===== src/hw/rtl/hgns_pkg.sv =====
// types, constants and small helpers of the hash grid neighbor search
// no dependencies; imported by hgns_ctrl, hgns_dp, the top level and the testbench
package hgns_pkg;

    localparam int MAX_POINTS   = 512;
    localparam int MAX_CELLS    = 4096;
    localparam int BUCKET_DEPTH = 8;
    localparam int MAX_RESULTS  = 64;
    localparam int PIDX_W       = 9;
    localparam int CNT_W        = 10;
    localparam int KEY_W        = 12;
    localparam int SLOT_W       = 3;
    localparam int FILL_W       = 4;
    localparam int NCNT_W       = 7;

    typedef enum logic [1:0] {
        REQ_CLEAR = 2'd0,
        REQ_ADD   = 2'd1,
        REQ_QALL  = 2'd2,
        REQ_QANY  = 2'd3
    } t_req;

    typedef enum logic [2:0] {
        STAT_OK      = 3'd0,
        STAT_FULL    = 3'd1,
        STAT_MATCH   = 3'd2,
        STAT_NOMATCH = 3'd3,
        STAT_ANY     = 3'd4
    } t_status;

    typedef enum logic [1:0] {
        REG_RES_X   = 2'd0,
        REG_RES_Y   = 2'd1,
        REG_RES_Z   = 2'd2,
        REG_INV_SPC = 2'd3
    } t_reg_idx;

    typedef enum logic [3:0] {
        ST_RSWEEP, ST_IDLE, ST_DISP, ST_CSWEEP, ST_MUL, ST_MOD, ST_KEY, ST_FRD,
        ST_FCHK, ST_ENT, ST_ENTW, ST_PTW, ST_SQ, ST_TEST, ST_NEXT, ST_FIN
    } t_state;

    typedef enum logic [2:0] {
        MS_X, MS_Y, MS_Z, MS_R, MS_DX, MS_DY, MS_DZ
    } t_msel;

    typedef enum logic [2:0] {
        CAP_NONE, CAP_X, CAP_Y, CAP_Z, CAP_R, CAP_ACC0, CAP_ACC
    } t_cap;

    typedef enum logic [3:0] {
        EM_NONE, EM_CLEAR, EM_ADD_OK, EM_FULL, EM_ANY_HIT, EM_ANY_MISS,
        EM_PEND, EM_PEND_LAST, EM_NOMATCH
    } t_emit;

    typedef struct packed {
        logic  load;
        logic  count_clr;
        logic  sweep;
        t_msel msel;
        t_cap  cap;
        logic  mod_init;
        logic  mod_step;
        logic  key_load;
        logic  fill_rd;
        logic  add_wr;
        logic  j_clr;
        logic  j_inc;
        logic  ent_rd;
        logic  pt_rd;
        logic  diff_load;
        logic  i_clr;
        logic  i_inc;
        logic  pend_load;
        t_emit emit;
    } t_cmd;

    typedef struct packed {
        t_req req;
        logic sweep_last;
        logic store_full;
        logic bucket_full;
        logic j_done;
        logic hit;
        logic n_full;
        logic pend_valid;
        logic i_last;
    } t_stat;

    // out-of-range resolution clamps into 1..16
    function automatic logic [4:0] eff_res(input logic [4:0] r);
        logic [4:0] v;
        if (r == 5'd0) v = 5'd1;
        else if (r > 5'd16) v = 5'd16;
        else v = r;
        return v;
    endfunction

    // two restoring remainder steps, one per incoming bit
    function automatic logic [3:0] mod2(input logic [3:0] rem, input logic [1:0] b,
                                        input logic [4:0] r);
        logic [4:0] t;
        t = {rem, b[1]};
        if (t >= r) t = t - r;
        t = {t[3:0], b[0]};
        if (t >= r) t = t - r;
        return t[3:0];
    endfunction

endpackage


===== src/hw/rtl/hgns_ctrl.sv =====
// sequencer of the hash grid neighbor search
// depends on hgns_pkg; drives hgns_dp through t_cmd and reads t_stat
module hgns_ctrl
    import hgns_pkg::*;
(
    input  logic  i_clk,
    input  logic  i_rst_n,
    input  logic  i_start,
    input  t_stat i_stat,
    output t_cmd  o_cmd,
    output logic  o_busy
);

    t_state     r_state, n_state;
    logic [3:0] r_step, n_step;

    always_ff @(posedge i_clk) begin
        if (!i_rst_n) begin
            r_state <= ST_RSWEEP;
            r_step  <= '0;
        end else begin
            r_state <= n_state;
            r_step  <= n_step;
        end
    end

    always_comb begin
        n_state = r_state;
        n_step  = r_step;
        o_cmd   = '0;
        o_cmd.msel = MS_X;
        o_cmd.cap  = CAP_NONE;
        o_cmd.emit = EM_NONE;
        case (r_state)
            ST_RSWEEP: begin
                o_cmd.sweep = 1'b1;
                if (i_stat.sweep_last) n_state = ST_IDLE;
            end
            ST_IDLE: begin
                if (i_start) begin
                    o_cmd.load = 1'b1;
                    n_state    = ST_DISP;
                end
            end
            ST_DISP: begin
                n_step = '0;
                if (i_stat.req == REQ_CLEAR) begin
                    o_cmd.count_clr = 1'b1;
                    n_state         = ST_CSWEEP;
                end else begin
                    n_state = ST_MUL;
                end
            end
            ST_CSWEEP: begin
                o_cmd.sweep = 1'b1;
                if (i_stat.sweep_last) begin
                    o_cmd.emit = EM_CLEAR;
                    n_state    = ST_IDLE;
                end
            end
            ST_MUL: begin
                n_step = r_step + 4'd1;
                case (r_step)
                    4'd0: o_cmd.msel = MS_X;
                    4'd1: begin
                        o_cmd.msel = MS_Y;
                        o_cmd.cap  = CAP_X;
                    end
                    4'd2: begin
                        o_cmd.msel = MS_Z;
                        o_cmd.cap  = CAP_Y;
                    end
                    4'd3: begin
                        o_cmd.msel = MS_R;
                        o_cmd.cap  = CAP_Z;
                    end
                    default: begin
                        o_cmd.cap      = CAP_R;
                        o_cmd.mod_init = 1'b1;
                        n_step         = '0;
                        n_state        = ST_MOD;
                    end
                endcase
            end
            ST_MOD: begin
                o_cmd.mod_step = 1'b1;
                n_step         = r_step + 4'd1;
                if (r_step == 4'd15) begin
                    o_cmd.i_clr = 1'b1;
                    n_state     = ST_KEY;
                end
            end
            ST_KEY: begin
                o_cmd.key_load = 1'b1;
                n_state        = ST_FRD;
            end
            ST_FRD: begin
                o_cmd.fill_rd = 1'b1;
                n_state       = ST_FCHK;
            end
            ST_FCHK: begin
                if (i_stat.req == REQ_ADD) begin
                    if (i_stat.store_full || i_stat.bucket_full) begin
                        o_cmd.emit = EM_FULL;
                    end else begin
                        o_cmd.add_wr = 1'b1;
                        o_cmd.emit   = EM_ADD_OK;
                    end
                    n_state = ST_IDLE;
                end else begin
                    o_cmd.j_clr = 1'b1;
                    n_state     = ST_ENT;
                end
            end
            ST_ENT: begin
                if (i_stat.j_done) begin
                    n_state = ST_NEXT;
                end else begin
                    o_cmd.ent_rd = 1'b1;
                    n_state      = ST_ENTW;
                end
            end
            ST_ENTW: begin
                o_cmd.pt_rd = 1'b1;
                n_state     = ST_PTW;
            end
            ST_PTW: begin
                o_cmd.diff_load = 1'b1;
                n_step          = '0;
                n_state         = ST_SQ;
            end
            ST_SQ: begin
                n_step = r_step + 4'd1;
                case (r_step)
                    4'd0: o_cmd.msel = MS_DX;
                    4'd1: begin
                        o_cmd.msel = MS_DY;
                        o_cmd.cap  = CAP_ACC0;
                    end
                    4'd2: begin
                        o_cmd.msel = MS_DZ;
                        o_cmd.cap  = CAP_ACC;
                    end
                    default: begin
                        o_cmd.cap = CAP_ACC;
                        n_state   = ST_TEST;
                    end
                endcase
            end
            ST_TEST: begin
                o_cmd.j_inc = 1'b1;
                n_state     = ST_ENT;
                if (i_stat.hit) begin
                    if (i_stat.req == REQ_QANY) begin
                        o_cmd.emit = EM_ANY_HIT;
                        n_state    = ST_IDLE;
                    end else if (!i_stat.n_full) begin
                        o_cmd.pend_load = 1'b1;
                        if (i_stat.pend_valid) o_cmd.emit = EM_PEND;
                    end
                end
            end
            ST_NEXT: begin
                if (i_stat.i_last) begin
                    n_state = ST_FIN;
                end else begin
                    o_cmd.i_inc = 1'b1;
                    n_state     = ST_KEY;
                end
            end
            ST_FIN: begin
                if (i_stat.req == REQ_QANY) o_cmd.emit = EM_ANY_MISS;
                else if (i_stat.pend_valid) o_cmd.emit = EM_PEND_LAST;
                else o_cmd.emit = EM_NOMATCH;
                n_state = ST_IDLE;
            end
            default: n_state = ST_IDLE;
        endcase
    end

    assign o_busy = (r_state != ST_IDLE);

endmodule


===== config.mk =====
export PLATFORM = sky130hd
export DESIGN_NAME = hgns_ctrl
export DESIGN_NICKNAME = d
export VERILOG_FILES = /design/src/hw/rtl/hgns_pkg.sv /design/src/hw/rtl/hgns_ctrl.sv
export SDC_FILE = /design/constraint.sdc
export NUM_CORES = 1
export LEC_CHECK = 0
export ABC_CLOCK_PERIOD_IN_PS = 2450
export BUFFER_PORTS_ARGS = -buffer_cell sky130_fd_sc_hd__buf_2
export CORE_MARGIN = 3
export CORE_UTILIZATION = 30
export DETAILED_ROUTE_END_ITERATION = 12
export SYNTH_ARGS = -nofsm -noshare
export SYNTH_HDL_FRONTEND = slang
export SYNTH_SLANG_ARGS = --single-unit

===== constraint.sdc =====
create_clock -name i_clk -period 2.45 [get_ports i_clk]
set_clock_uncertainty 0.1 [all_clocks]
set_input_delay 0 -clock i_clk [delete_from_list [all_inputs] [get_ports i_clk]]
set_output_delay 0 -clock i_clk [all_outputs]
set_load 0.02 [all_outputs]

### After elaboration in Yosys (flattened, before gate mapping)

Index checks and enable logic that the tools add are counted.

* input port bits: 13
* logic and storage cells: 95
* bits in registers: 8
* latch bits: 0
* output and inout bits: 27
* RAM bits: 0
* memory bits (read-only): 0
* memories kept: 0

* bitwise logic cells: 0
* multipliers: 0
* mux-type cells: 54
* shifts and indexed selects: 0
* order comparisons: 0
* reductions and logical operators: 11
* add/subtract/negate cells: 1
* div/mod/pow operators: 0
* eq/ne operators: 27

Operators by type and width (number)
* $pmux 4 s15: 1
* $mux 4: 13
* $eq 4x4->1 const B: 9
* $mux 1: 26
* $eq 4x2->1 const B: 4
* $eq 4x3->1 const B: 4
* $pmux 4 s4: 1
* $pmux 3 s4: 1
* $pmux 4 s3: 1
* $pmux 6 s2: 1
* $mux 5: 2
* $mux 3: 3
* $pmux 3 s3: 1
* $eq 4x1->1 const B: 2
* $logic_not 4->1: 2
* $ne 2x2->1 const B: 4
* $pmux 2 s3: 1
* $pmux 3 s2: 1
* $reduce_or 2->1: 3
* $reduce_and 5->1: 1
* $add 4x1->4 const B: 1
* $mux 2: 2
* $ne 4x1->1 const B: 1
* $reduce_or 4->1: 1
* 7 further kinds: 7

### Longest topological paths before layout

* word-level depth: 5
* mapped depth: 6
* mapped depth without buffers: 6

### Worst setup path after synthesis

OpenSTA, ideal clock, no wires.

* kind: reg-to-reg
* from: register r_step[0]
* to: register r_state[0]
* period minus slack after synthesis: 1806 ps
* data arrival time: 1634 ps
* stages on the path, launching flop included: 7
* slack: 644 ps
* buffers on the path: 0
* required time: 2278 ps
* library setup time: 72 ps
* cells stage by stage: dfxtp_1 > inv_1 > ha_1 > nor4_1 > nor3_2 > nor4_2 > mux2i_1

* longest elaborated chain between the ends: 4
* elaborated cells on any way between the ends: 11
* those cells by class: 7 x eq/ne; 4 x reduce/logical

RTL lines
* start, declared: RTL line hgns_ctrl.sv:15 `logic [3:0] r_step, n_step;`
* start signal, assigned: RTL line hgns_ctrl.sv:23 `r_step <= n_step;`
* $eq 4x1->1 (tied with other cells): RTL line hgns_ctrl.sv:63, hgns_ctrl.sv:134
* $reduce_or 4->1 (no line) / $reduce_or 3->1 (equally long branches)
* $ne 2x2->1 (no line)
* $reduce_and 5->1 (no line) (*)
* end signal, assigned: RTL line hgns_ctrl.sv:22 `r_state <= n_state;`
* end, declared: RTL line hgns_ctrl.sv:14 `t_state r_state, n_state;`

Every way passes the cells marked *; elsewhere a longest branch is shown, timed or not.
A chain may end at the register's enable or synchronous reset.

==> results.toml <==
[outcome]
outcome = "finished, final reports clean"

[placed_design]
placed_cell_area_mm2 = 0.00122
place.detailed.hpwl_mm = 2.39
portBuffers = 39
gp_congestion = 0.852
pre_cts_ws_ps = 492
dpl.cell_count = 218

[power_and_ir_drop]
combPwrFrac_pct = 63.6
internal-power_w = 0.000493
p_clk_share_pct = 10.3
p_per_area_mw_per_mm2 = 807
vdd_drop_max_mv = 0.216
switchingPower_w = 0.000517
seqPwrFrac_pct = 26.1
p_leak_nw = 0.563
swShare_pct = 51.2

[route]
drtIter0Drc = 86
dr.max_layer_used = "met3"
first_pass_iters = 4
drtAntennaViolNets = 0
via_per_inst = 5.29
drt-wirelength-per-cell_um = 13.5
dr_total_vias = 1174
m1WireLength_mm = 1.32
drc = 0
wirelength_mm = 3.00
met3_length_um = 174
wl_met2_mm = 1.50

[yosys]
ys_async_sr_fraction_pct = 0
synth-compound-area-share_pct = 23.2
synth_area_leaders = "dfxtp_1 (16%), nor2_1 (7.6%), ha_1 (5.0%), nor2b_1 (4.4%), mux2i_1 (4.0%)"
synth_nets = 157
yosysMostFrequentCell = "nor2_1"
syn_inst = 140
synth_area_leader_cell = "dfxtp_1"
synth.distinct_cells = 47
yosys-mux-area-fraction_pct = 4.03
seq_area_frac_synth_pct = 16.1
ys_ff_latch = 8
synth_ff_type = "dfxtp_1"
synth_common_cells = "nor2_1 (20), nand2_1 (9), dfxtp_1 (8)"
synth_xor_area_share_pct = 0
syn_area_um2 = 993
yosysTopAreaCellShare_pct = 16.1
synth_edf_count = 0
synth_top_family_by_area = "simple AND/OR/NAND/NOR gates"
yosysWarnings = 0
synth-simple-area-share_pct = 47.6
synth_adder_area_share_pct = 5.04
synth.avg_cell_area_um2 = 7.10

[job]
cap_viol_max_count = 0

[sta]
tns_ps = 0
slew_viol_final = 0
hold_slack_ps = 35.3
rsz0062_at_grt = "false"
tightest_slew_ps = 565
min_period_ps = 2110
setup_ws_ps = 336
timing.fmax_mhz = 473
timing.final.crit_share_pct = 86.3
finalHoldViolations = 0
max_slew_margin_pct = 62.3
setup_viol = 0

[critical_path]
critPathLaunchType = "flip-flop"
cp_top_family = "simple AND/OR/NAND/NOR gates"
cp_data_arrival_time_ps = 2010
slowest_delay_ps = 440
path_buf_inv = 2
r2r-start = "r_step[0]"
worstPathMaxFanout = 7
cp-startpoint = "r_step[0]"
crit_chain = "inv_1, ha_1, nor4_1, o21bai_1, o21ai_0, buf_2"
worstPathRequired_ps = 2350
slowest_stage = "nor4_1"
r2r_slack_ps = 490
end_kind = "output port"
worstSetupPathType = "flip-flop to output port"

[clock_tree]
cts_tree = "yes"
cts-resized-gates = 0
cts_setup_buffers = 0
clock_latency_ps = 260
cts_buffer_depth = 2
clock_sinks = 8
htreeDepth = 1
cts_buffers = 3
clockRootBuffer = "clkbuf_4"
clkTransAtPathRegs_ps = 60

[die]
ios = 40
die_h_um = 63.5
core_mm2 = 0.00310
num_rows = 20
start_util_pct = 32.0
die_w_um = 63.5
dieArea_mm2 = 0.00404

[grt]
grt_pass1_wl_mm = 5.06
antenna_found_initial = 0
grt_pass1_vias = 1105
grt_overflow_total = 0
grt_start_max_net_pins = 19
grt_usage_pct = 15.1

[layout]
fin_cells = 222
nets = 197
design_area_mm2 = 0.00125
fillers = 345
multi_input_area_um2 = 793
layout-drive-gt1-share_pct = 28.7
area_growth_pct = 25.9
antenna_cells = 0
ff_latch_area_um2 = 160

[min_path]
min_path_type = "input port to flip-flop"
hp-start = "i_stat[8]"
==> stage by stage <==
| stage | total power [W] | utilization, % |
|---|---|---|
| after floorplan | 0.000746 | - |
| final | 0.00101 | 40.3 |
| after global placement | 0.000881 | 39.3 |
| after detailed placement | 0.000895 | 39.3 |
| after CTS | 0.00100 | 40.3 |
| after global routing | 0.00110 | 40.3 |
==> placed cells by master (no fill, tap or decap), drive strengths merged, types with 2 or more instances in the layout <==
| cell | Yosys | layout |
|---|---|---|
| a21oi | 6 | 6 |
| a21boi | 2 | 2 |
| nor3 | 6 | 6 |
| inv | 4 | 4 |
| nor3b | 4 | 4 |
| o21bai | 2 | 2 |
| o21ai | 8 | 8 |
| o32ai | 2 | 2 |
| clkbuf | 1 | 3 |
| nand4 | 2 | 2 |
| o21ba | 2 | 2 |
| and3 | 3 | 3 |
| o22ai | 3 | 3 |
| or2b | 2 | 2 |
| buf | 4 | 39 |
| nand2b | 5 | 5 |
| nand3 | 7 | 7 |
| nor4 | 3 | 3 |
| dfxtp | 8 | 8 |
| nor2 | 20 | 20 |
| ha | 4 | 4 |
| nand2 | 9 | 9 |
| nor2b | 7 | 7 |
| nand4b | 2 | 2 |
| mux2i | 4 | 4 |
| or2 | 3 | 3 |
| and2 | 3 | 3 |
| or4b | 2 | 2 |
==> worst paths after layout <==
path | endpoint | cells after the start
max | o_cmd[19] | 6
min | r_state[3] | 3
max reg2reg | r_state[0] | 6
min reg2reg | r_step[3] | 2
==> power by group through the flow <==
stage | logic [W] | registers [W] | clock network (W)
6_report | 0.000642 | 0.000264 | 0.000104
3_5_place_dp | 0.000635 | 0.000259 | 0
2_1_floorplan | 0.000548 | 0.000198 | 0
5_1_grt | 0.000706 | 0.000276 | 0.000120
4_1_cts | 0.000639 | 0.000256 | 0.000110
3_3_place_gp | 0.000623 | 0.000258 | 0
==> worst reg2reg max path, cell delays in order (launching register included) <==
cell     delay [ps]
dfxtp_1         390
inv_1            90
ha_1            240
nor4_1          440
nor3_2           80
nor4_2          340
mux2i_1         210
==> flip-flops by register name, indices dropped and copies added (netlist names) <==
signal,count
r_step,4
r_state,4
==> cells by family (layout without fill, tap and decap cells) <==
logic type / after synthesis / after routing
multiplexers: 4 / 4
flip-flops: 8 / 8
adder cells (fa/ha/maj): 4 / 4
AO/OA/AOI/OAI: 33 / 33
AND/OR/NAND/NOR: 82 / 82
buffers and inverters: 9 / 47
==> repair_timing <==
item,in CTS,in global routing
endpoints found under the hold margin,4,0
hold buffers,1,0
setup endpoints to repair,0,0
==> layer usage <==
layer,vias up,global-route usage (%)
met5,-,0
met4,0,1.62
met3,0,5.17
met2,30,25.9
met1,555,18.8
li1,589,-
==> area by class of cell <==
| type | count | area share [%] |
|---|---|---|
| multi-input combinational | 123 | 63.4 |
| timing repair buffer | 40 | 16.4 |
| sequential | 8 | 12.8 |
| tap | 44 | 4.40 |
| clock buffer | 3 | 1.80 |
| inverter | 4 | 1.20 |
(Power assumes the default switching activity.)
